$ cat src/hdl/ufp_pkg.sv
package ufp_pkg;

    localparam logic [7:0] SYNC_CHAR_1 = 8'hB5;
    localparam logic [7:0] SYNC_CHAR_2 = 8'h62;

    localparam logic [7:0] CLASS_NAV = 8'h01;
    localparam logic [7:0] CLASS_RXM = 8'h02;
    localparam logic [7:0] CLASS_INF = 8'h04;
    localparam logic [7:0] CLASS_ACK = 8'h05;
    localparam logic [7:0] CLASS_CFG = 8'h06;
    localparam logic [7:0] CLASS_UPD = 8'h09;
    localparam logic [7:0] CLASS_MON = 8'h0A;
    localparam logic [7:0] CLASS_AID = 8'h0B;
    localparam logic [7:0] CLASS_TIM = 8'h0D;

    localparam logic [10:0] MAX_LEN_RESET = 11'd1024;
    localparam logic [10:0] MSG_LEN_SAT   = 11'h7FF;

    typedef enum logic [3:0] {
        ST_HUNT    = 4'd0,
        ST_SYNC1   = 4'd1,
        ST_CLASS   = 4'd2,
        ST_ID      = 4'd3,
        ST_LEN0    = 4'd4,
        ST_LEN1    = 4'd5,
        ST_PAYLOAD = 4'd6,
        ST_CKA     = 4'd7,
        ST_CKB     = 4'd8
    } t_state;

    // Frame context carried from one byte to the next.
    typedef struct packed {
        t_state      state;
        logic [7:0]  sum_a;
        logic [7:0]  sum_b;
        logic [7:0]  frame_class;
        logic [7:0]  frame_id;
        logic [15:0] frame_length;
        logic [10:0] bytes_taken;
    } t_ctx;

    typedef struct packed {
        logic        payload_valid;
        logic [7:0]  payload_byte;
        logic [9:0]  payload_index;
        logic        frame_done;
        logic [7:0]  msg_class;
        logic [7:0]  msg_id;
        logic [10:0] msg_length;
        logic        checksum_error;
        logic        length_error;
    } t_result;

    function automatic logic known_class(input logic [7:0] code);
        logic hit;
        case (code)
            CLASS_NAV, CLASS_RXM, CLASS_INF, CLASS_ACK, CLASS_CFG,
            CLASS_UPD, CLASS_MON, CLASS_AID, CLASS_TIM: hit = 1'b1;
            default: hit = 1'b0;
        endcase
        return hit;
    endfunction

endpackage

$ cat src/hdl/ubx_frame_parser_unit.sv
// Byte-stream frame parser with an 8-bit Fletcher check.
//
// Input channel: one received byte per request on i_rx_byte, qualified by
// i_in_valid and held off by o_in_stall. Output channel: one result per
// input byte, qualified by o_out_valid and held off by i_out_stall. Each
// result carries the payload byte and index (when the byte is payload),
// the current class, id and saturated length, and the frame done, checksum
// error and length error flags.
// The result of an accepted byte is registered and appears in the cycle
// after it is accepted. Throughput is one byte per cycle while o_in_stall
// is low; the only loop, the frame context register, updates once per byte.
// A valid result stays put while i_out_stall is high, and o_in_stall
// is raised only while a result is held, so no byte is lost.
// The user must write the length limit through i_cfg_we and i_cfg_data
// only while idle (not enforced); the smaller of it and MAX_PAYLOAD applies.
// A synchronous reset clears the context to hunting for the first sync
// byte, sets the limit to 1024 and drops any held result. No clearing pass.
module ubx_frame_parser_unit #(
    parameter int MAX_PAYLOAD = 1024
) (
    input  logic        i_clk,
    input  logic        i_rst_n,
    input  logic        i_cfg_we,
    input  logic [10:0] i_cfg_data,
    input  logic        i_in_valid,
    output logic        o_in_stall,
    input  logic [7:0]  i_rx_byte,
    output logic        o_out_valid,
    input  logic        i_out_stall,
    output logic        o_payload_valid,
    output logic [7:0]  o_payload_byte,
    output logic [9:0]  o_payload_index,
    output logic        o_frame_done,
    output logic [7:0]  o_msg_class,
    output logic [7:0]  o_msg_id,
    output logic [10:0] o_msg_length,
    output logic        o_checksum_error,
    output logic        o_length_error
);

    ufp_pkg::t_ctx    r_ctx;
    ufp_pkg::t_ctx    n_ctx;
    ufp_pkg::t_result r_res;
    ufp_pkg::t_result n_res;
    logic             r_out_valid;
    logic [10:0]      r_max_len;
    logic             accept;

    assign o_in_stall = r_out_valid && i_out_stall;
    assign accept     = i_in_valid && !o_in_stall;

    ufp_step #(
        .MAX_PAYLOAD(MAX_PAYLOAD)
    ) u_step (
        .i_ctx     (r_ctx),
        .i_rx_byte (i_rx_byte),
        .i_max_len (r_max_len),
        .o_ctx     (n_ctx),
        .o_res     (n_res)
    );

    always_ff @(posedge i_clk) begin
        if (!i_rst_n) begin
            r_max_len <= ufp_pkg::MAX_LEN_RESET;
        end else if (i_cfg_we) begin
            r_max_len <= i_cfg_data;
        end
    end

    always_ff @(posedge i_clk) begin
        if (!i_rst_n) begin
            r_ctx.state        <= ufp_pkg::ST_HUNT;
            r_ctx.sum_a        <= 8'd0;
            r_ctx.sum_b        <= 8'd0;
            r_ctx.frame_class  <= 8'd0;
            r_ctx.frame_id     <= 8'd0;
            r_ctx.frame_length <= 16'd0;
            r_ctx.bytes_taken  <= 11'd0;
        end else if (accept) begin
            r_ctx <= n_ctx;
        end
    end

    always_ff @(posedge i_clk) begin
        if (!i_rst_n) begin
            r_out_valid <= 1'b0;
        end else if (accept) begin
            r_out_valid <= 1'b1;
        end else if (!i_out_stall) begin
            r_out_valid <= 1'b0;
        end
    end

    always_ff @(posedge i_clk) begin
        if (accept) begin
            r_res <= n_res;
        end
    end

    assign o_out_valid      = r_out_valid;
    assign o_payload_valid  = r_res.payload_valid;
    assign o_payload_byte   = r_res.payload_byte;
    assign o_payload_index  = r_res.payload_index;
    assign o_frame_done     = r_res.frame_done;
    assign o_msg_class      = r_res.msg_class;
    assign o_msg_id         = r_res.msg_id;
    assign o_msg_length     = r_res.msg_length;
    assign o_checksum_error = r_res.checksum_error;
    assign o_length_error   = r_res.length_error;

endmodule

$ cat src/hdl/ufp_step.sv
module ufp_step #(
    parameter int MAX_PAYLOAD = 1024
) (
    input  ufp_pkg::t_ctx    i_ctx,
    input  logic [7:0]       i_rx_byte,
    input  logic [10:0]      i_max_len,
    output ufp_pkg::t_ctx    o_ctx,
    output ufp_pkg::t_result o_res
);

    localparam logic [15:0] MaxPayloadLen = 16'(MAX_PAYLOAD);

    ufp_pkg::t_state n_state;
    logic [7:0]      sum_a_fold;
    logic [7:0]      sum_b_fold;
    logic [15:0]     len_full;
    logic [10:0]     taken_inc;
    logic            len_over;

    assign sum_a_fold = i_ctx.sum_a + i_rx_byte;
    assign sum_b_fold = i_ctx.sum_b + sum_a_fold;
    assign len_full   = {i_rx_byte, i_ctx.frame_length[7:0]};
    assign taken_inc  = i_ctx.bytes_taken + 11'd1;
    // The limit in force is the smaller of the register and the build limit.
    assign len_over   = (len_full > {5'd0, i_max_len}) || (len_full > MaxPayloadLen);

    always_comb begin
        case (i_ctx.state)
            ufp_pkg::ST_HUNT: begin
                n_state = (i_rx_byte == ufp_pkg::SYNC_CHAR_1) ? ufp_pkg::ST_SYNC1
                                                              : ufp_pkg::ST_HUNT;
            end
            ufp_pkg::ST_SYNC1: begin
                n_state = (i_rx_byte == ufp_pkg::SYNC_CHAR_2) ? ufp_pkg::ST_CLASS
                                                              : ufp_pkg::ST_HUNT;
            end
            ufp_pkg::ST_CLASS: begin
                n_state = ufp_pkg::known_class(i_rx_byte) ? ufp_pkg::ST_ID
                                                          : ufp_pkg::ST_HUNT;
            end
            ufp_pkg::ST_ID:   n_state = ufp_pkg::ST_LEN0;
            ufp_pkg::ST_LEN0: n_state = ufp_pkg::ST_LEN1;
            ufp_pkg::ST_LEN1: begin
                if (len_over) begin
                    n_state = ufp_pkg::ST_HUNT;
                end else if (len_full == 16'd0) begin
                    n_state = ufp_pkg::ST_CKA;
                end else begin
                    n_state = ufp_pkg::ST_PAYLOAD;
                end
            end
            ufp_pkg::ST_PAYLOAD: begin
                n_state = ({5'd0, taken_inc} >= i_ctx.frame_length) ? ufp_pkg::ST_CKA
                                                                    : ufp_pkg::ST_PAYLOAD;
            end
            ufp_pkg::ST_CKA: begin
                n_state = (i_rx_byte == i_ctx.sum_a) ? ufp_pkg::ST_CKB : ufp_pkg::ST_HUNT;
            end
            ufp_pkg::ST_CKB: n_state = ufp_pkg::ST_HUNT;
            default:         n_state = ufp_pkg::ST_HUNT;
        endcase
    end

    always_comb begin
        o_ctx       = i_ctx;
        o_ctx.state = n_state;
        o_res       = '0;
        case (i_ctx.state)
            ufp_pkg::ST_HUNT: begin
                o_ctx.sum_a       = 8'd0;
                o_ctx.sum_b       = 8'd0;
                o_ctx.bytes_taken = 11'd0;
            end
            ufp_pkg::ST_CLASS: begin
                if (ufp_pkg::known_class(i_rx_byte)) begin
                    o_ctx.sum_a       = sum_a_fold;
                    o_ctx.sum_b       = sum_b_fold;
                    o_ctx.frame_class = i_rx_byte;
                end
            end
            ufp_pkg::ST_ID: begin
                o_ctx.sum_a    = sum_a_fold;
                o_ctx.sum_b    = sum_b_fold;
                o_ctx.frame_id = i_rx_byte;
            end
            ufp_pkg::ST_LEN0: begin
                o_ctx.sum_a        = sum_a_fold;
                o_ctx.sum_b        = sum_b_fold;
                o_ctx.frame_length = {8'd0, i_rx_byte};
            end
            ufp_pkg::ST_LEN1: begin
                o_ctx.sum_a        = sum_a_fold;
                o_ctx.sum_b        = sum_b_fold;
                o_ctx.frame_length = len_full;
                o_ctx.bytes_taken  = 11'd0;
                o_res.length_error = len_over;
            end
            ufp_pkg::ST_PAYLOAD: begin
                o_ctx.sum_a         = sum_a_fold;
                o_ctx.sum_b         = sum_b_fold;
                o_ctx.bytes_taken   = taken_inc;
                o_res.payload_valid = 1'b1;
                o_res.payload_byte  = i_rx_byte;
                o_res.payload_index = i_ctx.bytes_taken[9:0];
            end
            ufp_pkg::ST_CKA: begin
                o_res.checksum_error = (i_rx_byte != i_ctx.sum_a);
            end
            ufp_pkg::ST_CKB: begin
                o_res.frame_done     = (i_rx_byte == i_ctx.sum_b);
                o_res.checksum_error = (i_rx_byte != i_ctx.sum_b);
            end
            default: begin
            end
        endcase
        o_res.msg_class  = o_ctx.frame_class;
        o_res.msg_id     = o_ctx.frame_id;
        o_res.msg_length = (o_ctx.frame_length[15:11] != 5'd0) ? ufp_pkg::MSG_LEN_SAT
                                                               : o_ctx.frame_length[10:0];
    end

endmodule

$ cat config.mk
export PLATFORM = sky130hd
export DESIGN_NAME = ubx_frame_parser_unit
export DESIGN_NICKNAME = d
export VERILOG_FILES = /design/src/hdl/ufp_pkg.sv /design/src/hdl/ubx_frame_parser_unit.sv /design/src/hdl/ufp_step.sv
export SDC_FILE = /design/constraint.sdc
export NUM_CORES = 1
export LEC_CHECK = 0
export BUFFER_PORTS_ARGS = -buffer_cell sky130_fd_sc_hd__buf_4
export CORE_MARGIN = 2
export CORE_UTILIZATION = 40
export DETAILED_ROUTE_END_ITERATION = 7
export GPL_TIMING_DRIVEN = 0
export MAX_ROUTING_LAYER = met4
export PLACE_DENSITY = 0.7
export SETUP_SLACK_MARGIN = 0.5
export SYNTH_ARGS = -nofsm -noshare
export SYNTH_HDL_FRONTEND = slang
export SYNTH_HIERARCHICAL = 1
export SYNTH_SLANG_ARGS = --single-unit
$ cat constraint.sdc
create_clock -name i_clk -period 3.9 [get_ports i_clk]
set_input_delay 0.195 -clock i_clk [delete_from_list [all_inputs] [get_ports i_clk]]
set_output_delay 0.195 -clock i_clk [all_outputs]
set_load 0.05 [all_outputs]
---- Word level (Yosys, flattened, before mapping) ----
Memory sizes are Yosys's and may differ from the RTL's.
Cells that the tools add are included.
storage, ports and cells
  register bits ........................... 124
  bits in latches ......................... 0
  RAM bits ................................ 0
  ROM bits ................................ 32
  output and inout bits ................... 51
  memories ................................ 2
cells by class
  add/subtract/negate cells ............... 3
  multiply operators ...................... 0
  divide/modulo/power cells ............... 0
  order comparisons ....................... 3
  equal/unequal tests ..................... 16
  shift operators ......................... 0
  multiplexer cells ....................... 22
  bitwise gates (word level) .............. 0
  reductions and logical operators ........ 14
memories
  memory            depth  bits a word  rd ports  clocked after Yosys merged registers in  write ports  RTL line       text
  (name not given)  16     1            1         0                                        0            ufp_pkg.sv:56  case (code)
  (name not given)  16     1            1         0                                        0            ufp_pkg.sv:56
operators with widths
  cell                     number
  $pmux W16 S3             1
  $pmux W16 S2             1
  $pmux W4 S8              1
  $mux W24                 1
  $pmux W11 S2             1
  $mux W19                 1
  $add A8 B8 Y8            2
  $eq A4 B3 Y1 const B     4
  $eq A8 B8 Y1             2
  $ge A11 B16 Y1           1
  $gt A16 B11 Y1           1
  $gt A16 B11 Y1 const B   1
  $logic_not A16 Y1        1
  $mux W8                  2
  $ne A8 B8 Y1             2
  $add A11 B1 Y11 const B  1
  $mux W1                  9
  $eq A4 B2 Y1 const B     2
  $eq A8 B7 Y1 const B     1
  $eq A8 B8 Y1 const B     1
  $logic_not A4 Y1         2
  $mux W4                  2
  $reduce_bool A5 Y1       1
  $eq A4 B1 Y1 const B     1
  other kinds (13)         16

---- Longest topological paths before layout ----
  word-level depth ........................ 5
  gate-level depth with buffers ........... 18
  depth with buffers taken out ............ 18

---- Cells and area by module ----
The synthesis kept the hierarchy.
by module, submodules not included
  module                 instances  cells an instance  area an instance (um^2)
  ubx_frame_parser_unit  1          361                4,538.1
  ufp_step               1          434                2,982.9

---- Least setup slack after synthesis ----
OpenSTA, ideal clock, no wires.
  path kind ............................... reg2reg
  from .................................... register r_ctx[51] in the netlist's numbering
  to ...................................... register r_ctx[50] in the netlist's numbering
  arrival ................................. 2.780 ns
  data required time ...................... 3.828 ns
  setup slack ............................. 1.048 ns
  cell stages (with the launch flop) ...... 17
  buffers on the path ..................... 0
  clock period less this slack ............ 2.852 ns
  cell sequence ........................... dfxtp_1 -> ha_1 -> inv_1 -> fa_1 -> nor2b_1 -> o21ai_0 -> a21boi_0 -> nor2_1 -> ha_1 -> nand4_1 -> nand3_1 -> o41ai_1 -> xnor2_1 -> or2_0 -> mux2i_1 -> nand2_1 -> mux2i_1
RTL lines
  what                    RTL line                     text
  from (decl)             ubx_frame_parser_unit.sv:41  ufp_pkg::t_ctx r_ctx;
  from (signal assigned)  ubx_frame_parser_unit.sv:80  r_ctx <= n_ctx;

==> impl_metrics.csv <==
group,metric,value,unit
outcome,outcome,"completed",
floorplanning,initial_core_util,40.5,%
routing,routed_via_density,5.20,
layout,area_growth,19.6,%
sta,slew_headroom,43.6,%
layout,layout.cells.most_common_list,"sky130_fd_sc_hd__nand2_1, sky130_fd_sc_hd__buf_4, sky130_fd_sc_hd__mux2i_1, sky130_fd_sc_hd__dfxtp_1, sky130_fd_sc_hd__edfxtp_1",
yosys,synth-seq-cells,124,
worst_setup_path,crit_path_cell_trace,"ha_1 -> inv_1 -> fa_1 -> nor2b_1 -> o21ai_0 -> nor3b_1 -> nor2_1 -> ha_1 -> nand4_1 -> nand3_1 -> o41ai_4 -> xnor2_1 -> or2_0 -> mux2i_1 -> nand2_1 -> mux2i_1",
yosys,syn_area_per_cell,9.46,sq um
clock_network,cts_made_buffers,17,
floorplanning,die_w,141,um
grt,grt_pass1_wl,29300,um
layout,mostFrequentLayoutCell,"sky130_fd_sc_hd__nand2_1",
sta,final_layout_setup_total_negative_slack,0,ns
grt,grt_antenna_before_repair,0,
yosys,post_synth_cell_types,61,
floorplanning,floorplan.rows,50,
clock_network,clk_latency,0.43,ns
clock_network,cts_tree,"yes",
clock_network,ctsRootBufferMaster,"sky130_fd_sc_hd__clkbuf_16",
yosys,synthDominantAreaCellType,"sky130_fd_sc_hd__dfxtp_1",
worst_setup_path,critPathLaunchType,"flip-flop",
place,place.detailed.instances,1101,
yosys,synth.net_count,862,
sta,whs,0.0248,ns
routing,count_of_routing_violations_after_the_opening_detailed_route_iteration,520,
floorplanning,floorplan.io_pins,75,
sta,worst_pin_slew,0.846,ns
worst_setup_path,timing.setup.critical_path_class,"flip-flop to flip-flop",
clock_network,clk_path_buf_depth,2,
floorplanning,die_area,19900,sq um
yosys,synth_enable_flop_cells,49,
yosys,yosysTopAreaCellShare,20.0,%
power,ir_drop,0.000318,V
sta,fin_skew,0.0135,ns
sta,final.min_clock_period,3.16,ns
worst_setup_path,timing.critical_path.arrival,3.51,ns
worst_setup_path,critical_path.endpoint_type,"flip-flop",
place,port_buffers,72,
floorplanning,core_area,18600,sq um
clock_network,cts.clk_slew.worst_paths,0.06,ns
sta,final_hold_viol_count,0,
layout,final_util,48.4,%
yosys,asyncSetResetFlopFracSynth,0,%
grt,global_route.overflow_total,0,
worst_setup_path,critPathRequiredTime,4.25,ns
worst_setup_path,cp_top_family,"simple AND/OR/NAND/NOR gates",
layout,antenna_cells,0,
worst_setup_path,critical_path.max_fanout,4,
floorplanning,die_height,141,um
routing,postRouteWirelength,18300,um
power,totalPowerFinal,3.32,mW
layout,final_design_area_no_fill,9000,sq um
place,placedInstanceArea,8350,sq um
place,preCtsSetupSlack,0.415,ns
layout,multi_input_combinational_cell_area,3940,sq um
worst_hold_path,type_of_the_most_critical_hold_path,"primary input to flip-flop",
place,dpl.hpwl,12900,um
clock_network,cts_post_setup_buffers_inserted,0,
routing,route.vias.total,5904,
worst_setup_path,critical_path_buf_inv_count,1,
clock_network,cts_num_sinks,124,
sta,clock.fmax,317,MHz
yosys,yosys-top-cells-area,"sky130_fd_sc_hd__dfxtp_1, sky130_fd_sc_hd__edfxtp_1, sky130_fd_sc_hd__mux2i_1, sky130_fd_sc_hd__nand2_1, sky130_fd_sc_hd__ha_1",
grt,grt_use_total,19.3,%
clock_network,htreeDepth,4,
yosys,synthesis.instances,795,
yosys,ys_dominant_reg_cell,"sky130_fd_sc_hd__dfxtp_1",
routing,post_drt_wl_per_cell,16.1,um
job,total_of_max_cap_violations,0,
sta,setup_viol,0,
yosys,seq_area_frac_synth,39.5,%
sta,layout_setup_ws,0.743,ns
power,leakage_component_of_the_power,3.86,nW
layout,post_route_cells_drive_above_1_share,21.1,%
routing,remaining_drc_errors,0,
place,routabilityCongestion,0.849,
routing,drtAntennaViolNets,0,
power,power-per-cell-area,369,nW/um^2
yosys,synth-warning-count,6,
layout,design.final.nets,955,
sta,rsz0062_at_grt,"no",
layout,post_layout_nonfiller_instances,1135,
sta,report.final.slew_viol_count,0,
grt,first_global_vias,5639,
sta,finalCritPeriodShare,80.9,%
layout,layout.filler_cells,1723,
layout,sequential_cell_area,2970,sq um
yosys,synth.cell_area,7520,sq um
worst_setup_path,critical_path.max_stage_delay,0.40,ns
routing,first_pass_iters,5,
grt,grt_start_max_net_pins,59,
worst_setup_path,cpMaxStageDelayCell,"sky130_fd_sc_hd__fa_1",
per-layer routing:
metal | vias to the layer above | GRT usage [%] | part of all wire [%]
met1 | 2789 | 26.1 | 49
met3 | 14 | 3.84 | 5.5
met4 | 0 | 5.84 | 1.1
li1 | 2932 | - | -
met5 | - | - | 0
met2 | 169 | 29.4 | 45
final timing paths:
path                     startpoint                        end  slack (ns)  depth (start not counted)
max          r_ctx[51]$_SDFFE_PN0P_     r_ctx[50]$_SDFFE_PN0P_        0.74                         16
min                   i_cfg_data[8]  r_max_len[8]$_SDFFE_PN0P_        0.02                          3
max reg2reg  r_ctx[51]$_SDFFE_PN0P_     r_ctx[50]$_SDFFE_PN0P_        0.74                         16
min reg2reg  r_ctx[39]$_SDFFE_PN0P_     r_ctx[39]$_SDFFE_PN0P_        0.46                          2
state kept, by name, indices dropped and copies added, names as in the netlist:
signal            flops
r_ctx                63
o_msg_length         11
r_max_len            11
o_payload_index      10
o_msg_class           8
o_msg_id              8
o_payload_byte        8
o_checksum_error      1
o_frame_done          1
o_length_error        1
o_out_valid           1
o_payload_valid       1
where the power goes:
part,switching (mW),internal (mW)
Clock,0.622,0.943
Combinational,0.233,0.130
Sequential,0.0107,1.38
synthesized netlist by cell type (all sizes together), types with 2 or more instances:
master  number
ha          41
o21bai       2
nand2b      14
xor2        13
or4          6
o21ai       37
a21boi       2
xnor2       23
o21a         2
a31oi        4
fa           2
a22o        14
edfxtp      49
a21oi       16
o211ai       2
clkbuf      14
buf         49
nand2      169
nor2        22
nor3        11
mux2i       81
nor2b       17
a221oi       2
dfxtp       75
nor4         5
a21o         7
mux2        11
and3        21
and2         5
or2          2
nand3       19
o41ai        2
nand4       10
nor4b        3
inv         35
repair_timing:
action                                  in CTS  in global routing
endpoints found under the setup margin       1                  1
pin swaps                                    0                  3
hold endpoints to repair                     2                  0
hold buffers                                 2                  0
gates resized for setup                      1                  6
logic make-up (layout without fill, tap and decap cells):
| logic type | count (synthesis) | in the layout | synth area share (%) |
|---|---|---|---|
| AOI/OAI and AO/OA | 95 | 95 | 8.52 |
| muxes | 92 | 92 | 12.4 |
| xor gates and xnor gates | 36 | 36 | 4.19 |
| and+or+nand+nor | 307 | 307 | 19.4 |
| adders and majority gates | 43 | 43 | 7.35 |
| DFF | 124 | 124 | 39.5 |
| buffers and inverters | 98 | 204 | 8.55 |
final cells by class:
cell class,instances,share of cell area [%]
Buffer,63,5.69
Clock buffer,22,5.74
Clock inverter,10,0.820
Inverter,35,1.46
Multi-Input combinational cell,573,43.7
Sequential cell,124,33.1
Tap cell,234,3.25
Timing Repair Buffer,74,6.23
worst register-to-register path, cell delays in order (launching register included):
cell	delay, ns
sky130_fd_sc_hd__dfxtp_2	0.35
sky130_fd_sc_hd__ha_1	0.18
sky130_fd_sc_hd__inv_1	0.06
sky130_fd_sc_hd__fa_1	0.40
sky130_fd_sc_hd__nor2b_1	0.12
sky130_fd_sc_hd__o21ai_0	0.12
sky130_fd_sc_hd__nor3b_1	0.17
sky130_fd_sc_hd__nor2_1	0.16
sky130_fd_sc_hd__ha_1	0.31
sky130_fd_sc_hd__nand4_1	0.12
sky130_fd_sc_hd__nand3_1	0.14
sky130_fd_sc_hd__o41ai_4	0.30
sky130_fd_sc_hd__xnor2_1	0.12
sky130_fd_sc_hd__or2_0	0.21
sky130_fd_sc_hd__mux2i_1	0.12
sky130_fd_sc_hd__nand2_1	0.06
sky130_fd_sc_hd__mux2i_1	0.14
(Power assumes the default switching activity.)
